### src/sbq_pkg.sv
// ----------------------------------------------------------------------------
// sbq_pkg
// Shared types and constants of the spectral bin log quantizer.
// ----------------------------------------------------------------------------
package sbq_pkg;

  // Bins at or above this index are never processed
  localparam int unsigned MaxBins = 2048;
  // Upper clamp of the rounding bias, 0.999 in Q.16
  localparam logic [15:0] BiasMax = 16'd65470;
  // Quotient bits of the log quantizer divide
  localparam int unsigned QBits = 23;

  // Register indexes of the configuration port
  localparam logic [2:0] RegQuantStep  = 3'd0;
  localparam logic [2:0] RegQuantBias  = 3'd1;
  localparam logic [2:0] RegThreshold  = 3'd2;
  localparam logic [2:0] RegShape      = 3'd3;
  localparam logic [2:0] RegDry        = 3'd4;
  localparam logic [2:0] RegAmpLimit   = 3'd5;
  localparam logic [2:0] RegBandBegin  = 3'd6;
  localparam logic [2:0] RegBandEnd    = 3'd7;

  typedef struct packed {
    logic [10:0]        bin_index;
    logic signed [23:0] real_in;
    logic signed [23:0] imag_in;
  } sbq_in_t;

  typedef struct packed {
    logic signed [23:0] real_out;
    logic signed [23:0] imag_out;
    logic               in_band;
    logic               saturated;
  } sbq_out_t;

  // Data that rides along the pipeline with each bin
  typedef struct packed {
    logic signed [23:0] re;
    logic signed [23:0] im;
    logic               in_band;
    logic               zero;
    logic [21:0]        l2;
  } sbq_side_t;

endpackage

### src/sbq_mag.sv
// ----------------------------------------------------------------------------
// sbq_mag
// Band check, squared magnitude plus threshold, and log2 in Q.16 (4 stages).
// ----------------------------------------------------------------------------
module sbq_mag (
  input  logic                clk_i,
  input  logic                rst_ni,
  input  logic                en_i,
  input  logic                valid_i,
  input  sbq_pkg::sbq_in_t    data_i,
  input  logic [47:0]         thr_i,
  input  logic [11:0]         band_begin_i,
  input  logic [11:0]         band_end_i,
  output logic                valid_o,
  output sbq_pkg::sbq_side_t  side_o
);
  import sbq_pkg::*;

  logic [3:0] vld_q;

  // stage 1: squares and band check
  logic signed [23:0] re1_q, im1_q;
  logic               inb1_q;
  logic [46:0]        sqr1_q, sqi1_q;
  logic signed [47:0] sqr_full, sqi_full;
  logic               inb_d;

  assign sqr_full = data_i.real_in * data_i.real_in;
  assign sqi_full = data_i.imag_in * data_i.imag_in;
  assign inb_d = ({1'b0, data_i.bin_index} >= band_begin_i) &&
                 ({1'b0, data_i.bin_index} < band_end_i) &&
                 ({5'd0, data_i.bin_index} < 16'(MaxBins));

  // stage 2: sum
  logic signed [23:0] re2_q, im2_q;
  logic               inb2_q;
  logic [48:0]        n2_q;

  // stage 3: leading one search
  logic signed [23:0] re3_q, im3_q;
  logic               inb3_q, zero3_q;
  logic [48:0]        n3_q;
  logic [5:0]         p3_q;
  logic [5:0]         p_d;

  always_comb begin
    p_d = '0;
    for (int i = 0; i < 49; i++) begin
      if (n2_q[i]) p_d = 6'(i);
    end
  end

  // stage 4: normalize and take mantissa
  logic [48:0] norm;
  assign norm = n3_q << (6'd48 - p3_q);

  always_ff @(posedge clk_i or negedge rst_ni) begin
    if (!rst_ni) begin
      vld_q <= '0;
    end else if (en_i) begin
      vld_q <= {vld_q[2:0], valid_i};
    end
  end

  always_ff @(posedge clk_i) begin
    if (en_i) begin
      re1_q  <= data_i.real_in;
      im1_q  <= data_i.imag_in;
      inb1_q <= inb_d;
      sqr1_q <= sqr_full[46:0];
      sqi1_q <= sqi_full[46:0];

      re2_q  <= re1_q;
      im2_q  <= im1_q;
      inb2_q <= inb1_q;
      n2_q   <= {2'b0, sqr1_q} + {2'b0, sqi1_q} + {1'b0, thr_i};

      re3_q   <= re2_q;
      im3_q   <= im2_q;
      inb3_q  <= inb2_q;
      zero3_q <= (n2_q == '0);
      n3_q    <= n2_q;
      p3_q    <= p_d;

      side_o.re      <= re3_q;
      side_o.im      <= im3_q;
      side_o.in_band <= inb3_q;
      side_o.zero    <= zero3_q;
      side_o.l2      <= {p3_q, norm[47:32]};
    end
  end

  assign valid_o = vld_q[3];

endmodule

### config.mk
export PLATFORM = sky130hd
export DESIGN_NAME = sbq_mag
export DESIGN_NICKNAME = d
export VERILOG_FILES = /design/src/sbq_pkg.sv /design/src/sbq_mag.sv
export SDC_FILE = /design/constraint.sdc
export NUM_CORES = 2
export LEC_CHECK = 0
export BUFFER_PORTS_ARGS = -buffer_cell sky130_fd_sc_hd__buf_2
export CAP_MARGIN = 0
export CORE_ASPECT_RATIO = 2
export CORE_UTILIZATION = 25
export DETAILED_ROUTE_END_ITERATION = 10
export SLEW_MARGIN = 20
export SYNTH_ARGS = -nofsm -noshare
export SYNTH_HDL_FRONTEND = slang
export SYNTH_SLANG_ARGS = --single-unit
### constraint.sdc
create_clock -name clk_i -period 7.88 [get_ports clk_i]
set_clock_uncertainty 0.2 [all_clocks]
set_input_delay 1.182 -clock clk_i [delete_from_list [all_inputs] [get_ports clk_i]]
set_output_delay 1.182 -clock clk_i [all_outputs]
set_load 0.02 [all_outputs]
==> metrics.yaml <==
nFillCells: 22909
yosysTopAreaCell: "fa_1"
wl_per_cell_um: 18.2
end_kind: "flip-flop"
cap_viol_max_count: 0
antenna_found_initial: 21
hold_viol_final: 0
rsz0062_at_grt: "false"
core.rowCount: 245
syn-cell-area_um2: 55900
overflow: 0
initialDrtViolationCount: 1486
synthDominantCellAreaShare_pct: 41.0
cts_made_buffers: 43
io_pins: 208
synth_fp_nets: 6719
slew_headroom_pct: 35.2
layout.nets: 7478
track_usage_pct: 14.6
setup_viol: 0
drt-total-wl_um: 161000
cts_buffer_depth: 3
worst_pin_slew_ns: 0.973
clk_latency_ns: 0.68
vias_per_cell: 4.28
placed_cell_area_um2: 65200
required_ns: 8.05
ant_nets: 0
place_hpwl_um: 141000
firstDrtPassIters: 5
crit_type: "in2reg"
die_h_um: 671
critPathMaxFanout: 10
synth_edf_count: 413
yosys-top-cells-count: "inv_1, fa_1, edfxtp_1"
finalCritPeriodShare_pct: 97.5
yosysSeqAreaShare_pct: 22.4
synthFlopType: "edfxtp_1"
post-synth-top-count-cell: "inv_1"
fin_crit_ns: 7.68
cp.arrival_ns: 7.85
syn_inst: 5090
slew_viol_final: 0
clock-root-buffer: "clkbuf_16"
synth_seq_cells: 417
area_growth_pct: 19.7
async_reset_ff_share_pct: 0.959
yosysWarnings: 0
multiInputGateArea_um2: 38300
path_clk_slew_ns: 0.06
drcViolationCount: 0
yosysUniqueCellTypes: 86
die_x_um: 336
cts_max_level: 2
finalInstanceArea_um2: 66900
gp_congestion: 0.923
core_region_area_um2: 222000
hold_path_class: "in2async"
io_buffer_count: 207
grt_first_pass_wirelength_um: 246000
num_vias: 37926
grt_max_degree: 160
cts_tree: "yes"
hold_buffers: 0
grt_pass1_vias: 44174
start_kind: "primary input"
dieArea_um2: 226000
clock_sinks: 417
drive_above_1_share_pct: 17.4
yosys-top-cells-area: "fa_1, edfxtp_1, inv_1"
start_util_pct: 25.1
max_freq_mhz: 130
syn_area_per_cell_um2: 11.0
outcome: "finished clean"
ff_latch_area_um2: 12500
==> layer usage <==
metal	global-route usage (%)	vias up	wire, um
met1	13.1	19407	50400
met5	0	-	88
li1	-	17317	-
met3	1.38	427	4830
met4	10.8	12	13400
met2	29.3	763	92200
==> kinds of logic after synthesis <==
logic type / share of synthesized area (%)
compound gates: 6.28
xor+xnor: 2.62
fa+ha+maj: 48.8
buf+inv: 9.31
flops: 22.4
mux: 1.47
other cells: 0.0134
simple gates: 9.10
==> cell usage in the layout, fill, tap and decap left out, drive strengths merged, types with 37 or more instances in the layout <==
cell and instances:
inv 1250, fa 1145, buf 850, edfxtp 413, nand2 385, ha 349
and2 270, a21oi 174, nor2 167, xnor2 122, o21ai 85, a21o 69
clkbuf 51, xor2 45, nand2b 41, nor3 37
==> worst paths after layout <==
path / start / end / slack (ns) / depth (start not counted)
worst min-delay path: rst_ni / vld_q[2]$_DFFE_PN0P_ / 0.14 / 1
max in group asynchronous: rst_ni / vld_q[0]$_DFFE_PN0P_ / 7.23 / 1
min in group clk_i: re1_q[23]$_DFFE_PP_ / re2_q[23]$_DFFE_PP_ / 0.20 / 0
worst max register to register: p3_q[0]$_SDFFCE_PP0P_ / side_o[15]$_DFFE_PP_ / 3.40 / 11
worst max-delay path: data_i[45] / sqr1_q[40]$_DFFE_PP_ / 0.20 / 22
worst min register to register: re1_q[23]$_DFFE_PP_ / re2_q[23]$_DFFE_PP_ / 0.20 / 0
==> through the flow <==
| step | hold WS [ns] | util [%] | cells | setup TNS (ns) | setup slack (ns) |
|---|---|---|---|---|---|
| 2_1_floorplan | 0.200 | - | 5090 | -0.0000346 | -0.0000346 |
| 3_3_place_gp | 0.200 | 29.3 | 8768 | -9.70 | -0.811 |
| 3_5_place_dp | 0.205 | 29.3 | 8768 | -11.38 | -0.897 |
| 4_1_cts | 0.0795 | 30.1 | 8847 | 0 | 0.0203 |
| 5_1_grt | 0.113 | 30.1 | 8849 | 0 | 0.000382 |
| 6_report | 0.139 | 30.1 | 8856 | 0 | 0.195 |
==> flip-flops by register name, indices dropped and copies added (netlist names), 45 cells and up <==
signal and count:
side_o 72, n2_q 49, n3_q 48, sqi1_q 45, sqr1_q 45
==> area by class of cell <==
type	instances	area share (%)
repair buffers	855	9.08
clock buffers	46	1.63
inverters	1242	6.97
multi-input cells	3290	57.2
clock inverters	33	0.817
well taps	2964	5.54
flip-flops and latches	417	18.7
diodes	9	0.0337
==> repair_timing <==
item,in CTS,in global routing
endpoints found under the setup margin,2,8
setup buffers,0,0
resized for setup,3,17
pin swaps,0,3
==> worst max-delay path, stage by stage <==
cell and delay (ns):
buf_2 0.32, nand2_1 0.21, fa_1 0.66, inv_1 0.09, fa_1 0.54, inv_1 0.06
fa_1 0.52, fa_1 0.66, fa_1 0.49, fa_1 0.47, fa_1 0.54, inv_1 0.05
ha_1 0.31, o21ai_0 0.09, nand2b_1 0.14, a2111oi_4 0.42, o311ai_2 0.21, a31o_1 0.26
a21oi_2 0.15, o21bai_1 0.08, a21oi_1 0.23, xnor2_2 0.14
Power is left out: the tool's default activity adds up to more than one toggle a clock period on the data nets, which glitch-free logic cannot reach.
