===== src/sbq_pkg.sv =====
// ----------------------------------------------------------------------------
// sbq_pkg
// Shared types and constants of the spectral bin log quantizer.
// ----------------------------------------------------------------------------
package sbq_pkg;

  // Bins at or above this index are never processed
  localparam int unsigned MaxBins = 2048;
  // Upper clamp of the rounding bias, 0.999 in Q.16
  localparam logic [15:0] BiasMax = 16'd65470;
  // Quotient bits of the log quantizer divide
  localparam int unsigned QBits = 23;

  // Register indexes of the configuration port
  localparam logic [2:0] RegQuantStep  = 3'd0;
  localparam logic [2:0] RegQuantBias  = 3'd1;
  localparam logic [2:0] RegThreshold  = 3'd2;
  localparam logic [2:0] RegShape      = 3'd3;
  localparam logic [2:0] RegDry        = 3'd4;
  localparam logic [2:0] RegAmpLimit   = 3'd5;
  localparam logic [2:0] RegBandBegin  = 3'd6;
  localparam logic [2:0] RegBandEnd    = 3'd7;

  typedef struct packed {
    logic [10:0]        bin_index;
    logic signed [23:0] real_in;
    logic signed [23:0] imag_in;
  } sbq_in_t;

  typedef struct packed {
    logic signed [23:0] real_out;
    logic signed [23:0] imag_out;
    logic               in_band;
    logic               saturated;
  } sbq_out_t;

  // Data that rides along the pipeline with each bin
  typedef struct packed {
    logic signed [23:0] re;
    logic signed [23:0] im;
    logic               in_band;
    logic               zero;
    logic [21:0]        l2;
  } sbq_side_t;

endpackage


===== src/sbq_div.sv =====
// ----------------------------------------------------------------------------
// sbq_div
// Log quantizer divide: q = floor((l2*2^16 + bias*step) / (step*2^16)),
// one numerator setup stage then one restoring quotient bit per stage.
// ----------------------------------------------------------------------------
module sbq_div (
  input  logic                clk_i,
  input  logic                rst_ni,
  input  logic                en_i,
  input  logic                valid_i,
  input  sbq_pkg::sbq_side_t  side_i,
  input  logic [22:0]         step_i,
  input  logic [15:0]         bias_i,
  output logic                valid_o,
  output sbq_pkg::sbq_side_t  side_o,
  output logic [22:0]         quo_o
);
  import sbq_pkg::*;

  logic              vld_q  [QBits+1];
  logic [39:0]       rem_q  [QBits+1];
  logic [QBits-1:0]  quo_q  [QBits+1];
  sbq_side_t         side_q [QBits+1];
  logic [38:0]       bs;

  assign bs = bias_i * step_i;

  // numerator setup
  always_ff @(posedge clk_i or negedge rst_ni) begin
    if (!rst_ni) begin
      vld_q[0] <= 1'b0;
    end else if (en_i) begin
      vld_q[0] <= valid_i;
    end
  end

  always_ff @(posedge clk_i) begin
    if (en_i) begin
      rem_q[0]  <= {2'b0, side_i.l2, 16'd0} + {1'b0, bs};
      quo_q[0]  <= '0;
      side_q[0] <= side_i;
    end
  end

  // quotient bit stages, MSB first
  for (genvar s = 0; s < QBits; s++) begin : g_stage
    localparam int Sh = QBits - 1 - s;
    logic [63:0] dsh;
    logic        ge;

    assign dsh = {25'd0, step_i, 16'd0} << Sh;
    assign ge  = {24'd0, rem_q[s]} >= dsh;

    always_ff @(posedge clk_i or negedge rst_ni) begin
      if (!rst_ni) begin
        vld_q[s+1] <= 1'b0;
      end else if (en_i) begin
        vld_q[s+1] <= vld_q[s];
      end
    end

    always_ff @(posedge clk_i) begin
      if (en_i) begin
        rem_q[s+1]  <= ge ? rem_q[s] - dsh[39:0] : rem_q[s];
        quo_q[s+1]  <= {quo_q[s][QBits-2:0], ge};
        side_q[s+1] <= side_q[s];
      end
    end
  end

  assign valid_o = vld_q[QBits];
  assign side_o  = side_q[QBits];
  assign quo_o   = quo_q[QBits];

endmodule


===== config.mk =====
export PLATFORM = sky130hd
export DESIGN_NAME = sbq_div
export DESIGN_NICKNAME = d
export VERILOG_FILES = /design/src/sbq_pkg.sv /design/src/sbq_div.sv
export SDC_FILE = /design/constraint.sdc
export NUM_CORES = 2
export LEC_CHECK = 0
export ABC_CLOCK_PERIOD_IN_PS = 6500
export BUFFER_PORTS_ARGS = -buffer_cell sky130_fd_sc_hd__buf_2
export CAP_MARGIN = 25
export CORE_MARGIN = 2
export CORE_UTILIZATION = 29
export DETAILED_ROUTE_END_ITERATION = 7
export HOLD_SLACK_MARGIN = 0.02
export PLACE_DENSITY = 0.39
export SLEW_MARGIN = 20
export SYNTH_ARGS = -nofsm -noshare
export SYNTH_HDL_FRONTEND = slang
export SYNTH_SLANG_ARGS = --single-unit

===== constraint.sdc =====
create_clock -name clk_i -period 6.5 [get_ports clk_i]
set_input_delay 1.3 -clock clk_i [delete_from_list [all_inputs] [get_ports clk_i]]
set_output_delay 1.3 -clock clk_i [all_outputs]
set_load 0.01 [all_outputs]

==> results by group <==
Clock tree
  – Clock Tree Buf Depth: 4
  – TritonCTS clock tree: done
  – Num CTS Buffers: 337
  – H-tree Lvls: 5
  – Clock Tree Root: clkbuf_16
  – Clk Latency, worst-skew pair: 930 ps
  – Clock sinks: 2948
  – Hold Buf Count CTS: 0
  – Worst-path clk slew: 60 ps

Setup path
  – Arrival time worst endpoint: 6970 ps
  – Worst reg-to-reg path cell count: 9
  – CP dominant cell by count: fa_1
  – Worst-path fanout max: 17
  – Worst R2R Start: rem_q[2][105]
  – Largest delay share family, worst path: adder cells
  – Critical path class: input port to flop
  – Slowest cell on crit path: fa_1
  – Max incr delay on CP: 640 ps
  – Crit. path cell count: 20
  – WP buf/inv: 4
  – Worst path required time: 7150 ps
  – Cell Chain, Critical Path: buf_2 > nand2_1 > fa_1 > inv_1 > fa_1 > fa_1 > fa_1 > fa_1 > inv_1 > fa_1 > inv_1 > ha_1 > nand2_1 > a21oi_1 > o22ai_2 > o21ai_2 > nand2_1 > o21ai_2 > a41oi_2 > xnor2_1
  – Reg2reg end: rem_q[2][147]
  – Reg2Reg Setup Slack: 2940 ps
  – CP startpoint kind: input port
  – Crit. End Element: flop

Logic synthesis
  – Post-Syn Instances: 7004
  – Synthesized area: 0.120 mm^2
  – Synthesized net count: 7873
  – Seq/Total Area, Yosys: 73.8%
  – Synth Flop Type: edfxtp_1
  – Post-synth ARST share: 0.814%
  – Ys Warns: 0
  – Post-synth cell types: 82
  – Flops & latches, synth: 2948
  – Number of synthesized flops with an enable pin: 2924
  – Synth Area per Inst: 17.1 um^2

Cells and area
  – Final Net Count: 8564
  – Final Non-Filler Cells: 13400
  – Core Util, Final: 34.3%
  – Most frequent cells in the layout: edfxtp_1 (2924), inv_1 (563), nand2_1 (418)
  – Most common cell after layout, fill and taps aside: edfxtp_1
  – Layout area overhead: 17.5%
  – Share of cells above drive strength 1: 16.4%

Global routing
  – Antenna violations before repair: 24
  – First-pass GRT wire length: 381000 um
  – Largest net degree at the start of global routing: 173
  – Vias in the first global route: 61600
  – Overall Global Routing Usage: 11.8%
  – Total global routing overflow: 0

Power and ir drop
  – Seq pwr share: 38.3%
  – Lkg Pwr: 51.8 nW
  – Power density over the cells: 441 mW/mm^2
  – Clock share of power: 29.7%
  – P_int: 0.0433 W
  – Sw frac: 30.3%
  – Peak VDD IR: 914 uV
  – Logic pwr share: 31.9%
  – Sw power: 0.0188 W

Routing
  – WL per Instance: 18.5 um
  – Router iterations before antenna repair: 5
  – First DRT Iteration DRCs: 3975
  – Via density per instance: 4.34
  – Detailed Route WL: 249000 um
  – Via count: 58300
  – Detail Route Antenna Nets: 0
  – Drt drc: 0

Place
  – Port bufs: 210
  – Dpl ws: -842 ps
  – HPWL Detailed: 172000 um
  – Inst Count DP: 12800
  – Gp weighted congestion: 0.826

Floorplan
  – Row count: 235
  – Die Area: 0.418 mm^2
  – # IOs: 211
  – Chip Height: 647 um
  – Die Wd: 647 um
  – Core area: 0.410 mm^2
  – Initial Util: 29.2%

Timing
  – Final worst path period need: 6320 ps
  – Worst Setup Slack, final: 176 ps
  – Fin Setup TNS: 0 ps
  – Final hold vios: 0
  – F_max: 158 MHz
  – Worst slew pin tran: 1020 ps
  – Layout Skew: 74.1 ps
  – Relative slew slack: 31.9%
  – # setup viols final: 0
  – Crit share post-route: 97.3%
  – Slew Viols, Final: 0

Status
  – Status: finished, final reports clean

Job
  – Maxcap violations: 0

Hold path
  – Hold WC Path Type: input port to async pin
==> logic make-up (layout without fill, tap and decap cells) <==
logic type,after synthesis,after routing,share of synthesized area [%]
mux,220,220,2.04
xor+xnor,214,214,1.57
buf+inv,763,1728,2.66
flops,2948,2948,73.8
other cells,0,6,0
fa+ha+maj,754,754,9.99
compound gates,796,796,4.26
simple gates,1309,1309,5.65
==> state kept, by name (all words and copies together) (netlist names) <==
name     flops
side_q    1728
rem_q      920
quo_q      276
vld_q       23
valid_o      1
==> power groups by stage <==
stage | clock network (W) | logic (W) | registers, W
2_1_floorplan | 0 | 0.0116 | 0.0238
3_3_place_gp | 0 | 0.0198 | 0.0242
3_5_place_dp | 0 | 0.0197 | 0.0242
4_1_cts | 0.0193 | 0.0200 | 0.0238
5_1_grt | 0.0200 | 0.0223 | 0.0239
6_report | 0.0185 | 0.0198 | 0.0238
==> area by class of cell <==
type | count | area, um^2
clock buffer | 416 | 8810
clock inverter | 197 | 1990
sequential | 2948 | 88400
multi-input combinational | 3293 | 28600
timing repair buffer | 546 | 3980
antenna | 6 | 15.0
tap | 5451 | 6820
fill | 39300 | 270000
inverter | 569 | 2140
==> how the worst max path moves through the flow <==
| stage | from | end | slack, ps |
|---|---|---|---|
| finish | bias_i[10] | rem_q[0][33] | 180 |
| global placement | bias_i[5] | rem_q[0][38] | -800 |
| floorplan | step_i[10] | rem_q[0][26] | -30 |
| global route | bias_i[6] | rem_q[0][33] | -20 |
| CTS | bias_i[5] | rem_q[0][38] | 160 |
| detailed placement | bias_i[5] | rem_q[0][38] | -840 |
==> worst reg2reg max path, cell delays in order, from the launching register on <==
cell and delay (ps):
edfxtp_1 410, ha_1 220, or3_1 440, or3_1 330
o2111ai_1 200, a21boi_0 250, or3b_1 470, a31oi_2 270
buf_4 330, mux2_2 400
==> synth_stat cells, drive strengths merged (63+ instances only) <==
| cell type | count | area, um^2 |
|---|---|---|
| buf | 93 | 667 |
| nor4 | 139 | 891 |
| a21o | 108 | 811 |
| ha | 418 | 5230 |
| nand2 | 428 | 1610 |
| o21ai | 216 | 1100 |
| fa | 336 | 6730 |
| clkbuf | 101 | 379 |
| and2 | 173 | 1080 |
| edfxtp | 2924 | 87800 |
| inv | 569 | 2140 |
| nand4 | 63 | 394 |
| xor2 | 93 | 815 |
| nor2 | 162 | 608 |
| xnor2 | 121 | 1060 |
| mux2 | 181 | 2050 |
| a21oi | 188 | 948 |
==> layer usage <==
metal	track usage, %	wire [um]
met1	16.0	115000
met2	19.0	116000
met5	0	35
met4	4.11	8320
met3	1.87	9350
==> what timing repair did <==
action / CTS / global route
setup endpoints to repair: 0 / 10
resized for setup: 0 / 14
setup buffers: 0 / 1
==> through the flow <==
stage	power, W	hold WS, ps	area [um^2]
after CTS	0.0632	232	141000
after detailed placement	0.0439	405	130000
final	0.0621	354	141000
after global routing	0.0662	312	141000
after floorplan	0.0354	400	120000
after global placement	0.0440	400	130000
Power figures use the tool's default switching activity.
